## config.mk

```make
export PLATFORM = sky130hd
export DESIGN_NAME = bsp_cell
export DESIGN_NICKNAME = d
export VERILOG_FILES = /design/src/rtl/bounded_stack_with_peek_assert.svh /design/src/rtl/bsp_pkg.sv /design/src/rtl/bsp_cell.sv
export SDC_FILE = /design/constraint.sdc
export NUM_CORES = 1
export LEC_CHECK = 0
export ABC_AREA = 1
export BUFFER_PORTS_ARGS = -buffer_cell sky130_fd_sc_hd__buf_2
export CELL_PAD_IN_SITES_DETAIL_PLACEMENT = 1
export CELL_PAD_IN_SITES_GLOBAL_PLACEMENT = 1
export CORE_ASPECT_RATIO = 1.4
export CORE_MARGIN = 3
export CORE_UTILIZATION = 30
export DETAILED_ROUTE_END_ITERATION = 10
export HOLD_SLACK_MARGIN = 0.08
export PLACE_DENSITY = 0.79
export SLEW_MARGIN = 20
export SYNTH_ARGS = -nofsm -noshare
export SYNTH_HDL_FRONTEND = slang
export SYNTH_SLANG_ARGS = --single-unit
```

## constraint.sdc

```tcl
create_clock -name clock -period 3.3 [get_ports clock]
set_clock_uncertainty 0.2 [all_clocks]
set_input_delay 0.495 -clock clock [delete_from_list [all_inputs] [get_ports clock]]
set_output_delay 0.495 -clock clock [all_outputs]
set_load 0.05 [all_outputs]
```

## src/rtl/bounded_stack_with_peek_assert.svh

```systemverilog
// Assertion macros for the bounded stack RTL.
// Included by modules that check their own logic; no other dependencies.
`ifndef BOUNDED_STACK_WITH_PEEK_ASSERT_SVH
`define BOUNDED_STACK_WITH_PEEK_ASSERT_SVH
`ifndef ASSERT_OFF
// check prop on every clock edge while reset is low
`define BSP_ASSERT(lbl, clk, rst, prop, msg) \
   lbl: assert property (@(posedge clk) disable iff (rst) prop) else $error(msg);
// check prop on every clock edge, reset included
`define BSP_ASSERT_ALWAYS(lbl, clk, prop, msg) \
   lbl: assert property (@(posedge clk) prop) else $error(msg);
`else
`define BSP_ASSERT(lbl, clk, rst, prop, msg)
`define BSP_ASSERT_ALWAYS(lbl, clk, prop, msg)
`endif
`endif

```

## src/rtl/bsp_pkg.sv

```systemverilog
// Shared types and constants for the bounded stack with peek.
// No dependencies; imported by every RTL module of the block.
`default_nettype none

package bsp_pkg;

   localparam int DEF_MAX_DEPTH = 256;
   localparam int DATA_W        = 32;
   localparam int POS_W         = 9;
   localparam int OCC_W         = 9;

   // command codes
   localparam logic [1:0] CMD_PUSH = 2'd0;
   localparam logic [1:0] CMD_POP  = 2'd1;
   localparam logic [1:0] CMD_PEEK = 2'd2;

   // status codes
   localparam logic [1:0] ST_OK       = 2'd0;
   localparam logic [1:0] ST_OVERFLOW = 2'd1;
   localparam logic [1:0] ST_EMPTY    = 2'd2;
   localparam logic [1:0] ST_BAD_POS  = 2'd3;

   localparam logic [OCC_W-1:0]         LIMIT_RESET = 9'd256;
   localparam logic signed [DATA_W-1:0] NO_VALUE    = -32'sd1;

   typedef enum logic {
      SEQ_IDLE,
      SEQ_PEEK
   } seq_type;

   typedef struct packed {
      logic [1:0]               command;
      logic signed [DATA_W-1:0] push_value;
      logic [POS_W-1:0]         peek_position;
   } req_type;

   typedef struct packed {
      logic signed [DATA_W-1:0] read_value;
      logic [1:0]               status;
      logic [OCC_W-1:0]         occupancy;
      logic                     is_empty;
      logic                     is_full;
   } rsp_type;

   // per-cycle controls broadcast to every cell
   typedef struct packed {
      logic push;
      logic pop;
      logic load;
      logic shift;
   } cell_ctl_type;

endpackage

`default_nettype wire

```

## src/rtl/bsp_cell.sv

```systemverilog
// One stack cell: a stored word plus a read-chain word for peeks.
// Depends on bsp_pkg for the control struct and widths.
`default_nettype none

module bsp_cell import bsp_pkg::*; (
   input  logic                     clock,
   input  cell_ctl_type             ctl,
   input  logic signed [DATA_W-1:0] up_data,
   input  logic signed [DATA_W-1:0] dn_data,
   input  logic signed [DATA_W-1:0] dn_rd,
   output logic signed [DATA_W-1:0] data,
   output logic signed [DATA_W-1:0] rd
);

   logic signed [DATA_W-1:0] data_ff, data_in;
   logic signed [DATA_W-1:0] rd_ff, rd_in;

   // push moves words away from the top, pop moves them toward it
   always_comb begin
      data_in = data_ff;
      if (ctl.push) begin
         data_in = up_data;
      end else if (ctl.pop) begin
         data_in = dn_data;
      end
   end

   // read chain: load from the next cell down the stack, then walk toward the top
   always_comb begin
      rd_in = rd_ff;
      if (ctl.load) begin
         rd_in = dn_data;
      end else if (ctl.shift) begin
         rd_in = dn_rd;
      end
   end

   always_ff @(posedge clock) begin
      data_ff <= data_in;
      rd_ff   <= rd_in;
   end

   assign data = data_ff;
   assign rd   = rd_ff;

endmodule

`default_nettype wire

```

# After elaboration in Yosys (flattened, before gate mapping)
# Index checks and enable logic that the tools add are counted.
# word_totals
register_bits	64
output_inout_bits	64
wordCells	8
# classes
muxes	4
n_reduce_logical	2
# op_table
cell	n
two-way mux 32 bit	4
nonzero test 2 bit	2

# Logic depth before layout (Yosys ltp)
# logic_depth
ltp_word	2
depth_mapped	5

# Worst setup path before layout
# Ideal clock, no wire load.
# synth_path
path_kind	input-to-reg
startpoint	in ctl[1] (netlist name)
endpoint	reg rd_ff[0] (netlist: rd[0]) (enable)
setup_time_ns	0.330
t_arrival_ns	1.140
setup_slack_ns	1.631
stages	2
n_path_buf	1
path_cell_list	buf_6 -> or2_2
# synth_between
elab_chain_cells	1
# synth_rtl
item	line_no	source
start, declared	bsp_cell.sv:7	input cell_ctl_type ctl,
nonzero test 2 bit (no source line)	--	
end signal, assigned	bsp_cell.sv:40	rd_ff <= rd_in;
end, declared	bsp_cell.sv:16	logic signed [DATA_W-1:0] rd_ff, rd_in;
# No other way between the ends.
# A chain may end at the register's enable or synchronous reset.

# Worst setup path in the final report
# layout_path
startpoint	reg data_ff[3] (netlist: data[3])
endpoint	out data[3]
# layout_rtl
item	line_no	source
start, declared	bsp_cell.sv:15	logic signed [DATA_W-1:0] data_ff, data_in;
start signal, assigned	bsp_cell.sv:39	data_ff <= data_in;
end, declared	bsp_cell.sv:11	output logic signed [DATA_W-1:0] data,
# No word-level cell between the ends.

==> reports/summary.txt <==
critical path fanouts, max: 1
Net Switching: 0.000802 W
Rows: 41
Yosys warning total: 0
Yosys reg bits: 64
CTS sink cnt: 64
first-pass GRT wire length: 12.7 mm
Power Density: 634 nW/µm²
HPWL Detailed: 6.37 mm
Seq/Total Area, Yosys: 0.669
synth top area cells: edfxtp_1 67%, nand2_1 23%, nand2_2 3.3%
area grow syn2layout: 37.9%
Worst-Margin Slew: 0.827 ns
DRT iter0 DRCs: 71
Avg Inst Size Synth: 10.5 µm²
root buf cell: clkbuf_16
sw frac: 0.319
CP Cell Sequence: buf_2
antenna-violating nets left: 0
post-placement setup slack: 1.41 ns
GRT Total Usage: 0.161
TNS Setup: 0 ns
cell taking the most area after synthesis: edfxtp_1
VDD IR max: 0.263 mV
Sequential Power Share: 0.408
Combinational Power Share: 0.234
Netlist cell types: 11
fmax: 603 MHz
Post-synth top cells: 177 x nand2_1, 64 x edfxtp_1, 15 x nand2_2
unrepaired setup endpoints after global routing: no
final cycle utilization of the critical path: 0.503
via count: 2511
Antenna Cells: 0
Port Buf Inserts: 164
status: completed
drt wl/cell: 15.9 µm
io pins: 165
total gr overflow: 0
Power Total: 0.00251 W
CP delay by family, top: flip-flops
Final WS setup: 1.64 ns
nets: 538
most common flop cell mapped by yosys: edfxtp_1
DRT Pass-1 Iters: 4
clock power share: 0.358
synthesized instance count: 274
ys async rst share: 0
initial core utilization: 0.313
Floorplan Core Area: 9180 µm²
Avg Vias per Cell: 4.58
top-count cell post-synth: nand2_1
Pleak: 2.04 nW
Worst EP arrival: 0.96 ns
CP max stage cell: edfxtp_1
Yosys top cell area share: 0.669
placed cell area: 3680 µm²
CTS Buf Count: 9
Die ar.: 10800 µm²
initial antenna violation count: 0
Pint: 0.00171 W
number of H-tree levels: 3
chip height: 122 µm
CP Launch Type: flop
Max-Slew Margin vs Limit: 0.449
share of cells above drive strength 1: 0.447
WP buf/inv: 1
setup violators final: 0
Slew Viols, Final: 0
Die X: 88.7 µm
post-synth design cell area: 2870 µm²
design area: 3960 µm²
number of synthesized flops with an enable pin: 64
Setup CP Type: flop to primary output
drt total wl: 8.69 mm
vias in the first global route: 2561
Worst Hold Class: primary input to flop
largest net degree at the start of global routing: 34
max incr delay on CP: 0.36 ns
WP data required: 2.60 ns
Worst-path clk slew: 0.05 ns
final RePlAce weighted congestion: 0.753
Final min period: 1.66 ns
DR DRC count: 0
CTS tree: built
post-CTS setup buffers: 0
Fin. Hold Viols: 0
crit path capture type: primary output
hold-fix buffers at CTS: 0
clk buf depth: 2
total of max-cap violations: 0
Resized cells post-CTS: 0
synthesized net count: 375
power groups by stage:
stage                     Combinational, W  Clock [W]  Sequential (W)
after floorplan                   0.000105          0         0.00136
after global placement            0.000582          0         0.00104
after detailed placement          0.000593          0         0.00104
after CTS                         0.000594   0.000923         0.00103
after global routing              0.000621   0.000966         0.00103
final                             0.000587   0.000897         0.00102
worst paths after layout:
path	start	endpoint	slack (ns)	depth (start not counted)
max	data[3]	data[3]	1.64	1
min	dn_rd[19]	rd[19]	0.24	3
tightest hold or removal path: stages:
cell and delay (ns):
buf_2 0.07, nand2_1 0.04, nand2_1 0.05
cell usage in the layout (no fill, tap or decap):
| cell | netlist | final |
|---|---|---|
| nand2_1 | 177 | 177 |
| buf_2 | 0 | 164 |
| edfxtp_1 | 64 | 64 |
| nand2_2 | 15 | 15 |
| clkbuf_16 | 0 | 9 |
| or2_2 | 2 | 2 |
| clkbuf_1 | 0 | 2 |
| buf_4 | 3 | 2 |
| inv_4 | 1 | 1 |
| inv_8 | 1 | 1 |
| bufinv_16 | 0 | 1 |
| clkinvlp_4 | 0 | 1 |
| clkinv_2 | 0 | 1 |
| clkinv_1 | 0 | 1 |
sequential cells by signal (all words and copies together) (netlist names):
| signal | count |
|---|---|
| data | 32 |
| rd | 32 |
metal layers:
metal | GRT usage | share of wire | up-vias
li1 | - | - | 1203
met2 | 0.294 | 0.56 | 106
met3 | 0.0507 | 0.077 | 6
met1 | 0.167 | 0.35 | 1196
met5 | 0 | 0 | -
met4 | 0.0652 | 0.013 | 0
area by class of cell:
class / count / area, µm²
multi-input cells: 194 / 771
repair buffers: 166 / 836
fillers: 1119 / 5220
inverters: 2 / 17.5
flip-flops and latches: 64 / 1920
well taps: 107 / 134
clock inverters: 4 / 46.3
clock buffers: 11 / 233
logic make-up (layout without fill, tap and decap cells):
group,after synthesis,count (layout),synth area share
flip-flops,64,64,0.669
buffers and inverters,16,183,0.0623
AND/OR/NAND/NOR,194,194,0.268
metrics by stage:
stage / std cells / hold slack, ns / utilization
floorplan: 274 / 0.468 / -
global placement: 533 / 0.563 / 0.401
detailed placement: 533 / 0.569 / 0.401
CTS: 548 / 0.218 / 0.431
global route: 548 / 0.230 / 0.431
finish: 548 / 0.235 / 0.431
(Power assumes the default switching activity.)
