[config.mk]
export PLATFORM = sky130hd
export DESIGN_NAME = bsp_ctrl
export DESIGN_NICKNAME = d
export VERILOG_FILES = /design/src/rtl/bsp_pkg.sv /design/src/rtl/bsp_ctrl.sv
export VERILOG_INCLUDE_DIRS = /design/src /design/src/rtl
export SDC_FILE = /design/constraint.sdc
export NUM_CORES = 1
export LEC_CHECK = 0
export BUFFER_PORTS_ARGS = -buffer_cell sky130_fd_sc_hd__buf_2
export CAP_MARGIN = 15
export CORE_ASPECT_RATIO = 0.9
export CORE_MARGIN = 3
export CORE_UTILIZATION = 40
export DETAILED_ROUTE_END_ITERATION = 10
export GPL_TIMING_DRIVEN = 0
export PLACE_DENSITY = 0.64
export SYNTH_ARGS = -nofsm -noshare
export SYNTH_HDL_FRONTEND = slang
export SYNTH_SLANG_ARGS = --single-unit
[constraint.sdc]
create_clock -name clock -period 5.14 [get_ports clock]
set_input_delay 0.257 -clock clock [delete_from_list [all_inputs] [get_ports clock]]
set_output_delay 0.257 -clock clock [all_outputs]
set_load 0.05 [all_outputs]
[src/rtl/bounded_stack_with_peek_assert.svh]
// Assertion macros for the bounded stack RTL.
// Included by modules that check their own logic; no other dependencies.
`ifndef BOUNDED_STACK_WITH_PEEK_ASSERT_SVH
`define BOUNDED_STACK_WITH_PEEK_ASSERT_SVH
`ifndef ASSERT_OFF
// check prop on every clock edge while reset is low
`define BSP_ASSERT(lbl, clk, rst, prop, msg) \
   lbl: assert property (@(posedge clk) disable iff (rst) prop) else $error(msg);
// check prop on every clock edge, reset included
`define BSP_ASSERT_ALWAYS(lbl, clk, prop, msg) \
   lbl: assert property (@(posedge clk) prop) else $error(msg);
`else
`define BSP_ASSERT(lbl, clk, rst, prop, msg)
`define BSP_ASSERT_ALWAYS(lbl, clk, prop, msg)
`endif
`endif

[src/rtl/bsp_pkg.sv]
// Shared types and constants for the bounded stack with peek.
// No dependencies; imported by every RTL module of the block.
`default_nettype none

package bsp_pkg;

   localparam int DEF_MAX_DEPTH = 256;
   localparam int DATA_W        = 32;
   localparam int POS_W         = 9;
   localparam int OCC_W         = 9;

   // command codes
   localparam logic [1:0] CMD_PUSH = 2'd0;
   localparam logic [1:0] CMD_POP  = 2'd1;
   localparam logic [1:0] CMD_PEEK = 2'd2;

   // status codes
   localparam logic [1:0] ST_OK       = 2'd0;
   localparam logic [1:0] ST_OVERFLOW = 2'd1;
   localparam logic [1:0] ST_EMPTY    = 2'd2;
   localparam logic [1:0] ST_BAD_POS  = 2'd3;

   localparam logic [OCC_W-1:0]         LIMIT_RESET = 9'd256;
   localparam logic signed [DATA_W-1:0] NO_VALUE    = -32'sd1;

   typedef enum logic {
      SEQ_IDLE,
      SEQ_PEEK
   } seq_type;

   typedef struct packed {
      logic [1:0]               command;
      logic signed [DATA_W-1:0] push_value;
      logic [POS_W-1:0]         peek_position;
   } req_type;

   typedef struct packed {
      logic signed [DATA_W-1:0] read_value;
      logic [1:0]               status;
      logic [OCC_W-1:0]         occupancy;
      logic                     is_empty;
      logic                     is_full;
   } rsp_type;

   // per-cycle controls broadcast to every cell
   typedef struct packed {
      logic push;
      logic pop;
      logic load;
      logic shift;
   } cell_ctl_type;

endpackage

`default_nettype wire

[src/rtl/bsp_ctrl.sv]
// Command sequencer: limit register, entry count, peek walk and result register.
// Depends on bsp_pkg and the assertion macros header.
`default_nettype none
`include "bounded_stack_with_peek_assert.svh"

module bsp_ctrl import bsp_pkg::*; #(
   parameter int MAX_DEPTH = DEF_MAX_DEPTH
) (
   input  logic                     clock,
   input  logic                     reset,
   input  logic                     start,
   output logic                     busy,
   input  req_type                  req_item,
   input  logic                     csr_we,
   input  logic [OCC_W-1:0]         csr_wdata,
   input  logic signed [DATA_W-1:0] top_data,
   input  logic signed [DATA_W-1:0] peek_data,
   output cell_ctl_type             cell_ctl,
   output logic                     rsp_valid,
   output rsp_type                  rsp_item
);

   localparam int CW = $clog2(MAX_DEPTH + 1);
   localparam int W  = (CW > POS_W) ? CW : POS_W;

   seq_type                  state_ff, state_in;
   logic [CW-1:0]            count_ff, count_in;
   logic [POS_W-1:0]         remain_ff, remain_in;
   logic [OCC_W-1:0]         limit_ff, limit_in;
   logic                     rsp_valid_ff, rsp_valid_in;
   rsp_type                  rsp_ff, rsp_in;
   logic                     accept;
   logic [W-1:0]             count_w, pos_w, lim_w;
   logic signed [DATA_W-1:0] rd_val;
   logic [1:0]               st;

   // limit register, written whenever the enable is high
   assign limit_in = csr_we ? csr_wdata : limit_ff;

   // effective limit: zero acts as one, clamp to the cell count
   always_comb begin
      lim_w = (limit_ff == '0) ? W'(1) : W'(limit_ff);
      if (lim_w > W'(MAX_DEPTH)) begin
         lim_w = W'(MAX_DEPTH);
      end
   end

   assign accept  = start && (state_ff == SEQ_IDLE);
   assign busy    = (state_ff != SEQ_IDLE);
   assign count_w = W'(count_ff);
   assign pos_w   = W'(req_item.peek_position);

   // next state, cell controls and result contents
   always_comb begin
      state_in     = state_ff;
      count_in     = count_ff;
      remain_in    = remain_ff;
      cell_ctl     = '0;
      rsp_valid_in = 1'b0;
      rd_val       = NO_VALUE;
      st           = ST_OK;
      case (state_ff)
         SEQ_IDLE: begin
            if (start) begin
               rsp_valid_in = 1'b1;
               case (req_item.command)
                  CMD_PUSH: begin
                     if (count_w >= lim_w) begin
                        st = ST_OVERFLOW;
                     end else begin
                        cell_ctl.push = 1'b1;
                        count_in      = count_ff + 1'b1;
                     end
                  end
                  CMD_POP: begin
                     if (count_ff == '0) begin
                        st = ST_EMPTY;
                     end else begin
                        cell_ctl.pop = 1'b1;
                        count_in     = count_ff - 1'b1;
                        rd_val       = top_data;
                     end
                  end
                  CMD_PEEK: begin
                     if (req_item.peek_position == '0 || pos_w > count_w) begin
                        st = ST_BAD_POS;
                     end else if (req_item.peek_position == POS_W'(1)) begin
                        rd_val = top_data;
                     end else begin
                        // walk the read chain; result comes from the sequencer
                        rsp_valid_in  = 1'b0;
                        cell_ctl.load = 1'b1;
                        remain_in     = req_item.peek_position - 1'b1;
                        state_in      = SEQ_PEEK;
                     end
                  end
                  default: begin
                     // unused code: no operation
                  end
               endcase
            end
         end
         SEQ_PEEK: begin
            if (remain_ff == POS_W'(1)) begin
               rsp_valid_in = 1'b1;
               rd_val       = peek_data;
               state_in     = SEQ_IDLE;
            end else begin
               cell_ctl.shift = 1'b1;
               remain_in      = remain_ff - 1'b1;
            end
         end
         default: begin
            state_in = SEQ_IDLE;
         end
      endcase
   end

   // result fields reflect the count after this command
   always_comb begin
      rsp_in.read_value = rd_val;
      rsp_in.status     = st;
      rsp_in.occupancy  = OCC_W'(count_in);
      rsp_in.is_empty   = (count_in == '0);
      rsp_in.is_full    = (W'(count_in) >= lim_w);
   end

   // control registers
   always_ff @(posedge clock) begin
      if (reset) begin
         state_ff     <= SEQ_IDLE;
         count_ff     <= '0;
         limit_ff     <= LIMIT_RESET;
         rsp_valid_ff <= 1'b0;
      end else begin
         state_ff     <= state_in;
         count_ff     <= count_in;
         limit_ff     <= limit_in;
         rsp_valid_ff <= rsp_valid_in;
      end
   end

   // payload registers
   always_ff @(posedge clock) begin
      remain_ff <= remain_in;
      rsp_ff    <= rsp_in;
   end

   assign rsp_valid = rsp_valid_ff;
   assign rsp_item  = rsp_ff;

   // checks
   `BSP_ASSERT_ALWAYS(a_reset_clears, clock, reset |=> (!rsp_valid_ff && state_ff == SEQ_IDLE && count_ff == '0), "reset did not clear control state")
   `BSP_ASSERT(a_rsp_has_cause, clock, reset, rsp_valid_ff |-> $past(accept || state_ff == SEQ_PEEK), "result without an accepted item")
   `BSP_ASSERT(a_peek_keeps_count, clock, reset, (!$past(reset) && state_ff == SEQ_PEEK) |-> (count_ff == $past(count_ff)), "count changed during peek walk")
   `BSP_ASSERT(a_count_step, clock, reset, (!$past(reset) && count_ff != $past(count_ff)) |-> (count_ff == $past(count_ff) + 1'b1 || count_ff == $past(count_ff) - 1'b1), "count moved by more than one")
   `BSP_ASSERT(a_overflow_holds, clock, reset, (accept && req_item.command == CMD_PUSH && count_w >= lim_w) |=> (count_ff == $past(count_ff)), "push on full stack changed count")

endmodule

`default_nettype wire

# Yosys cells after proc, flatten, opt, wreduce, memory -nomap -nowiden
# Index checks and enable logic that the tools add are counted.
dict set report totals {
  elab_cells 80
  ff_bits 74
  output_inout_bits 51
  ramBits 0
  romBits 0
  inputBits 120
  n_memories 0
  latchBits 0
}
dict set report op_classes {
  add_sub_neg 4
  reduce_logical 8
  n_bitwise 2
  n_div 0
  mux 43
  magnitude_cmp 4
  multipliers 0
  eq_ne 9
  shifts 0
}
# cell n
set op_table {}
lappend op_table {{$mux 32} 5}
lappend op_table {{$pmux 32 s2} 2}
lappend op_table {{$mux 9} 11}
lappend op_table {{$logic_not 9->1} 4}
lappend op_table {{$pmux 9 s2} 2}
lappend op_table {{$sub 9x1->9 const B} 3}
lappend op_table {{$eq 9x1->1 const B} 2}
lappend op_table {{$ge 9x9->1} 2}
lappend op_table {{$mux 1} 16}
lappend op_table {{$add 9x1->9 const B} 1}
lappend op_table {{$gt 9x9->1} 1}
lappend op_table {{$gt 9x9->1 const B} 1}
lappend op_table {{$ne 2x2->1 const B} 4}
lappend op_table {{$mux 3} 2}
lappend op_table {{$pmux 2 s3} 1}
lappend op_table {{$reduce_and 5->1} 1}
lappend op_table {{$mux 2} 2}
lappend op_table {{$pmux 1 s2} 2}
lappend op_table {{$eq 2x1->1 const B} 1}
lappend op_table {{$eq 2x2->1 const B} 1}
lappend op_table {{$logic_not 2->1} 1}
lappend op_table {{$ne 2x1->1 const B} 1}
lappend op_table {{$not 1->1} 2}
lappend op_table {{$reduce_or 2->1} 1}
lappend op_table {{$logic_or 1x1->1} 1}

# Depth between registers and ports, before layout
# Gate-level depths: netlist of run 1.
dict set report depth {
  ltp_word 10
  depth_mapped 18
  depth_no_buf 17
}

# Least setup slack after synthesis of run 1
# OpenSTA, ideal clock, no wires.
dict set report synth_timing {
  path_type {register to register}
  from {reg state_ff, in the netlist busy}
  to {reg rsp_ff, in the netlist rsp_item[0]}
  synth_period_minus_slack_ps 3691
  required_ps 5021
  setup_time_ps 119
  arrival_ps 3571
  path_stages_with_launch 12
  n_path_buf 1
  setup_slack_ps 1449
  path_cell_list {dfxtp_1 clkbuf_1 nand2b_1 a211oi_1 nand2_1 o31ai_1 o211ai_1 nand3_1 ha_1 o21a_1 a21oi_1 o21ai_1}
}
# item line
set synth_lines {}
lappend synth_lines {{start, declared} bsp_ctrl.sv:26} ;# seq_type state_ff, state_in;
lappend synth_lines {{start signal, assigned} bsp_ctrl.sv:136} ;# state_ff <= state_in;
lappend synth_lines {{end signal, assigned} bsp_ctrl.sv:146} ;# rsp_ff <= rsp_in;
lappend synth_lines {{end, declared} bsp_ctrl.sv:31} ;# rsp_type rsp_ff, rsp_in;

==> flow_metrics.env, run 1 <==
export IMPL_first_pass_iters=4
export IMPL_synthArstFlopShare_pct=0
export IMPL_relSlewSlack_pct=41.32
export IMPL_hold_viol=0
export IMPL_dpl_hpwl_um=9830
export IMPL_multi_input_area_um2=2355
export IMPL_die_x_um=113.5
export IMPL_diodes=0
export IMPL_antenna_found_initial=0
export IMPL_holdBufCountCts=0
export IMPL_post_cts_buffers=0
export IMPL_worst_setup_path_type="reg -> reg"
export IMPL_ys_seq_area_share_pct=37.75
export IMPL_grt_overflow=0
export IMPL_p_leak_uw=0.002363
export IMPL_max_cap_violations=0
export IMPL_cts_repair_resized=0
export IMPL_std_cell_rows=34
export IMPL_synth_avg_cell_area_um2=8.243
export IMPL_synth_warnings=0
export IMPL_post_place_ws_ns=0.7977
export IMPL_fmax_mhz=228.5
export IMPL_insertion_delay_ns=0.33
export IMPL_most_common_layout_cells="buf_2 (137), dfxtp_1 (65), a21oi_1 (47)"
export IMPL_syn_cell_area_um2=4163
export IMPL_fin_crit_sh_pct=85.13
export IMPL_p_comb_share_pct=28.2
export IMPL_p_int_uw=1157
export IMPL_seq_power_share_pct=37.1
export IMPL_grt_pass1_wl_um=19800
export IMPL_fin_tns_setup_ns=0
export IMPL_syn_to_final_growth_pct=27.44
export IMPL_skew_ns=0.007644
export IMPL_crit_required_ns=5.36
export IMPL_place_port_buffers=136
export IMPL_grt_pass1_vias=4024
export IMPL_wl_um=12480
export IMPL_drc=0
export IMPL_synth_edf_count=9
export IMPL_avgViaCountPerCell=5.397
export IMPL_cp_cell_sequence="nor4_1 -> a21oi_1 -> nor2_1 -> ha_1 -> nand2b_1 -> a41oi_1 -> o211ai_1 -> clkbuf_1 -> nor2_1 -> a311oi_1 -> inv_1 -> ha_1 -> a21o_1 -> a21o_1 -> a21o_1 -> a211o_1 -> a21oi_1 -> o21ai_1"
export IMPL_net_switching_power_uw=627.8
export IMPL_synth_cells=505
export IMPL_ios=171
export IMPL_start_kind="flip-flop"
export IMPL_switching_share_pct=35.18
export IMPL_layout_nets=810
export IMPL_final_core_util_pct=53.52
export IMPL_power_density_nw_per_um2=336.4
export IMPL_tightest_slew_ns=0.8735
export IMPL_cts_sinks=74
export IMPL_slew_violations=0
export IMPL_cpPeakStageDelay_ns=0.49
export IMPL_clockPowerShare_pct=34.8
export IMPL_min_from="csr_wdata[8]"
export IMPL_htree_num_levels=3
export IMPL_period_needed_ns=4.376
export IMPL_clk_pin_slew_ns=0.06
export IMPL_drive_gt1_share_pct=24.16
export IMPL_r2r_start="limit_ff[4]"
export IMPL_dieArea_um2=11670
export IMPL_grt_start_max_net_pins=15
export IMPL_synth_fp_nets=662
export IMPL_gp_congestion=0.9290
export IMPL_first_iter_violations=231
export IMPL_irDropWorstVdd_mv=0.1468
export IMPL_clockBufferDepth=2
export IMPL_nFillCells=926
export IMPL_core_um2=9912
export IMPL_worstSetupEndpointType="flip-flop"
export IMPL_cts_root_buffer="clkbuf_16"
export IMPL_cp_num_buf_inv=2
export IMPL_synth_seq_cells=74
export IMPL_ys_flop_type="dfxtp_1"
export IMPL_vias=4231
export IMPL_cts_buffers=9
export IMPL_start_util_pct=42.00
export IMPL_crit_arrival_ns=4.59
export IMPL_critical_path_most_common_cell="a21o_1"
export IMPL_wl_per_cell_um=15.92
export IMPL_critPathTopFamily="compound AO/OA/AOI/OAI gates"
export IMPL_rsz0062_at_grt="false"
export IMPL_seqCellArea_um2=1572
export IMPL_slowest_stage="clkbuf_1"
export IMPL_cts_tree="built"
export IMPL_setup_viol=0
export IMPL_ys_types=49
export IMPL_place_area_um2=5006
export IMPL_hold_class="in -> reg"
export IMPL_track_usage_pct=21.01
export IMPL_status="finished clean"
export IMPL_final_antenna_net_count=0
export IMPL_critPathLaunch="limit_ff[4]"
export IMPL_final_area_um2=5305
export IMPL_cp_max_fo=10
export IMPL_layout_commonest_cell="buf_2"
export IMPL_timing_final_ws_setup_ns=0.7645
export IMPL_dieHeight_um=102.8
[cells by family (layout without fill, tap and decap cells)]
group	Yosys count	count (layout)	synth area share (%)
AND/OR/NAND/NOR	174	174	20.47
AO/OA/AOI/OAI	132	132	18.85
flip-flops	74	74	37.75
buffers and inverters	61	214	5.681
adder cells (fa/ha/maj)	37	37	11.12
multiplexers	15	15	3.607
XOR/XNOR	12	12	2.525
[per-stage QoR]
step                std cells  power [uW]  hold slack, ns
finish                    784        1784          0.1621
global route              784        1875          0.1625
CTS                       784        1802          0.1517
detailed placement        768        1174          0.4912
global placement          767        1165          0.4836
floorplan                 505        1028          0.3874
[power by group through the flow]
stage          clock network (uW)  registers, uW  logic (uW)
6_report                      620            661         503
5_1_grt                       664            666         546
4_1_cts                       638            661         503
3_5_place_dp                    0            673         501
3_3_place_gp                    0            672         494
2_1_floorplan                   0            815         212
[cells in the mapped netlist, drive strengths merged (6+ instances only)]
| master | n | area [um^2] |
|---|---|---|
| a211oi | 9 | 67.56 |
| clkbuf | 29 | 108.9 |
| dfxtp | 65 | 1301 |
| edfxtp | 9 | 270.3 |
| o21ai | 44 | 224.0 |
| xor2 | 7 | 61.31 |
| ha | 37 | 462.9 |
| nor3 | 46 | 230.2 |
| o31ai | 6 | 45.04 |
| nand2 | 33 | 123.9 |
| mux2i | 15 | 150.1 |
| nor2 | 42 | 157.7 |
| a21oi | 47 | 235.2 |
| inv | 29 | 108.9 |
| nand3 | 15 | 75.07 |
| nor4 | 9 | 56.30 |
[metal layers]
metal	up-vias	global-route usage, %	wire length (um)
li1	2098	-	-
met1	1977	29.46	5777
met2	138	32.19	5656
met3	18	5.106	824
met4	0	6.192	224
met5	-	0	0
[worst register-to-register path: cells and delay by family, from the launching register on]
family                   cells  cell delay (ns)
AO/OA/AOI/OAI               10             2.18
AND/OR/NAND/NOR              4             0.68
buffers and inverters        2             0.64
adder cells (fa/ha/maj)      2             0.44
flip-flops                   1             0.34
[final timing paths]
path              slack [ns]     endpoint  cells after the start
setup reg to reg        0.76  rsp_item[0]                     18
setup / recovery        0.76  rsp_item[0]                     18
hold / removal          0.16  limit_ff[8]                      3
hold reg to reg         0.52  limit_ff[0]                      2
[sequential cells by signal (all words and copies together), names as in the netlist]
name	cells
busy	1
count_ff	9
limit_ff	9
remain_ff	9
rsp_item	45
rsp_valid	1
[cell type report]
type	count	share of cell area [%]
Multi-Input combinational cell	370	44.39
Sequential cell	74	29.62
Timing Repair Buffer	137	12.92
Clock buffer	11	4.788
Tap cell	126	2.972
Buffer	30	2.264
Inverter	31	2.193
Clock inverter	5	0.8491
Power figures use the tool's default switching activity.
==> run 2: changes to the inputs <==
- ABC_AREA: unset -> 1
==> run 2 against run 1 <==
Worst setup slack improved by 0.72 ns. Fmax up 20%. First-iteration DRC count fell by 8.2%. Final cell count grew 11%. Global-route usage decreased by 0.33 points. Core utilization down 0.87 points. Clock skew rose by 0.00096 ns. Largest power group unchanged.
==> flow_metrics.env, run 2 <==
export IMPL_insertion_delay_ns=0.34
export IMPL_core_um2=10420
export IMPL_cts_tree="built"
export IMPL_gp_congestion=0.9203
export IMPL_crit_arrival_ns=3.88
export IMPL_start_util_pct=41.75
export IMPL_hold_class="in -> reg"
export IMPL_cts_repair_resized=0
export IMPL_final_antenna_net_count=0
export IMPL_timing_final_ws_setup_ns=1.484
export IMPL_synth_seq_cells=74
export IMPL_synth_fp_nets=748
export IMPL_drc=0
export IMPL_crit_required_ns=5.37
export IMPL_reg2reg_depth=24
export IMPL_period_needed_ns=3.656
export IMPL_max_cap_violations=0
export IMPL_tightest_slew_ns=0.6010
export IMPL_holdBufCountCts=0
export IMPL_htree_num_levels=3
export IMPL_layout_nets=896
export IMPL_ys_seq_area_share_pct=36.11
export IMPL_cts_buffers=9
export IMPL_clk_pin_slew_ns=0.06
export IMPL_most_common_layout_cells="buf_2 (139), nand2_1 (125), nor2_1 (88)"
export IMPL_status="finished clean"
export IMPL_synth_top_cells_by_count="nand2_1 (125), nor2_1 (88), dfxtp_1 (65), inv_1 (54), o21ai_0 (45)"
export IMPL_synth_area_leader_cell="dfxtp_1"
export IMPL_std_cell_rows=35
export IMPL_wl_per_cell_um=14.20
export IMPL_final_area_um2=5488
export IMPL_fin_tns_setup_ns=0
export IMPL_synth_avg_cell_area_um2=7.363
export IMPL_worstSetupEndpointType="flip-flop"
export IMPL_power_density_nw_per_um2=325.4
export IMPL_path_depth=24
export IMPL_post_cts_buffers=0
export IMPL_grt_use_met3_pct=4.459
export IMPL_post_place_ws_ns=1.524
export IMPL_skew_ns=0.008604
export IMPL_irDropWorstVdd_mv=0.1494
export IMPL_critPathTopFamily="simple AND/OR/NAND/NOR gates"
export IMPL_cts_sinks=74
export IMPL_rsz0062_at_grt="false"
export IMPL_slew_violations=0
export IMPL_syn_cell_area_um2=4352
export IMPL_grt_pass1_vias=4156
export IMPL_dieHeight_um=105.0
export IMPL_hold_viol=0
export IMPL_min_from="top_data[10]"
export IMPL_relSlewSlack_pct=59.93
export IMPL_grt_overflow=0
export IMPL_critical_path_most_common_cell="nand2_1"
export IMPL_synth_warnings=0
export IMPL_rrSetupSlack_ns=1.48
export IMPL_avgViaCountPerCell=4.905
export IMPL_antenna_found_initial=0
export IMPL_synth_edf_count=9
export IMPL_grt_pass1_wl_um=19880
export IMPL_hold_depth=3
export IMPL_cpPeakStageDelay_ns=0.32
export IMPL_met2_usage_pct=34.88
export IMPL_vias=4282
export IMPL_slowest_stage="dfxtp_1"
export IMPL_synth_cells=591
export IMPL_syn_to_final_growth_pct=26.11
export IMPL_first_iter_violations=212
export IMPL_r2r_start="limit_ff[0]"
export IMPL_clockBufferDepth=2
export IMPL_ys_types=44
export IMPL_netlist_area_leader_share_pct=29.90
export IMPL_place_port_buffers=137
export IMPL_r2r_end="rsp_item[0]"
export IMPL_largest_reg_flops=45
export IMPL_synth_area_leaders="dfxtp_1 (30%), nand2_1 (11%), ha_1 (11%), nor2_1 (7.6%), edfxtp_1 (6.2%)"
export IMPL_grt_use_met1_pct=25.50
export IMPL_first_pass_iters=7
export IMPL_cts_root_buffer="clkbuf_16"
export IMPL_yosysMostFrequentCell="nand2_1"
export IMPL_diodes=0
export IMPL_cp_num_buf_inv=1
export IMPL_synthArstFlopShare_pct=0
export IMPL_dpl_hpwl_um=10020
export IMPL_setup_viol=0
export IMPL_dieArea_um2=12170
export IMPL_worst_setup_path_type="reg -> reg"
export IMPL_drive_gt1_share_pct=28.90
export IMPL_hold_path_end="rsp_item[23]"
export IMPL_fin_crit_sh_pct=71.13
export IMPL_wl_um=12400
export IMPL_track_usage_pct=20.67
export IMPL_ys_flop_type="dfxtp_1"
export IMPL_cp_max_fo=7
export IMPL_cp_cell_sequence="nor4_1 -> nand2_1 -> nand2_1 -> nand2_1 -> ha_1 -> nand2_1 -> nand2_1 -> a21oi_2 -> nand2_1 -> nor2_2 -> nand2_1 -> nand2_1 -> nand3_1 -> nand2_1 -> inv_1 -> ha_1 -> nand3_1 -> o211ai_1 -> nand3_1 -> nand2_1 -> nand3_1 -> nand2_1 -> a21oi_1 -> o21bai_1"
export IMPL_layout_commonest_cell="buf_2"
export IMPL_start_kind="flip-flop"
export IMPL_fmax_mhz=273.5
export IMPL_place_area_um2=5199
export IMPL_ios=171
export IMPL_p_leak_uw=0.002702
export IMPL_busiest_layer="met2"
export IMPL_grt_start_max_net_pins=14
export IMPL_die_x_um=115.9
-- run 2: cell types whose count changed after synthesis, moves of 9 or more --
cell      delta
clkbuf_1    -18
nor3_1      -43
a211oi_1     -9
nor2_2      +23
nand2_1     +92
o21ai_0      +9
mux2i_1     -14
inv_1       +26
nor2_1      +46
a21oi_1     -21
nand3_1     +12
-- run 2: final cells by class --
class	count	area, um^2
well taps	129	161.4
repair buffers	137	685.7
fillers	1048	4935
clock inverters	5	35.03
clock buffers	11	254.0
inverters	63	239.0
plain buffers	19	115.1
flip-flops and latches	74	1572
multi-input cells	435	2426
-- run 2: kinds of logic (layout without fill, tap and decap cells) --
kind of cell / Yosys count / after routing / synth area share [%]
flops: 74 / 74 / 36.11
xor+xnor: 7 / 7 / 1.409
mux: 1 / 1 / 0.2300
buf+inv: 82 / 235 / 8.137
compound gates: 89 / 89 / 11.42
simple gates: 301 / 301 / 32.06
fa+ha+maj: 37 / 37 / 10.64
-- run 2: worst max path at each step --
stage | startpoint | endpoint
2_1_floorplan | limit_ff[0] | rsp_item[0]
5_1_grt | limit_ff[0] | rsp_item[0]
6_report | limit_ff[0] | rsp_item[0]
3_5_place_dp | limit_ff[0] | rsp_item[0]
3_3_place_gp | limit_ff[0] | rsp_item[0]
4_1_cts | limit_ff[0] | rsp_item[0]
-- run 2: tightest hold or removal path, delay by kind of cell --
family                 cells  cell delay, ns
buffers and inverters      1            0.08
and+or+nand+nor            2            0.08
-- run 2: layer usage --
metal	up-vias	share of wire [%]
li1	2218	-
met4	0	2.4
met5	-	0
met3	25	6.5
met2	147	46
met1	1892	45
-- run 2: through the flow --
stage	hold WS (ns)	total power [uW]	cells	util (%)
6_report	0.1257	1786	873	52.65
5_1_grt	0.1310	1892	873	52.65
4_1_cts	0.1171	1813	873	52.65
3_5_place_dp	0.4694	1191	857	49.88
3_3_place_gp	0.4662	1182	857	49.88
2_1_floorplan	0.3674	1047	591	-
-- run 2: report_power, final --
group | switching [uW] | internal [uW]
sequential | 20.8 | 638
clock | 251 | 357
combinational | 363 | 156
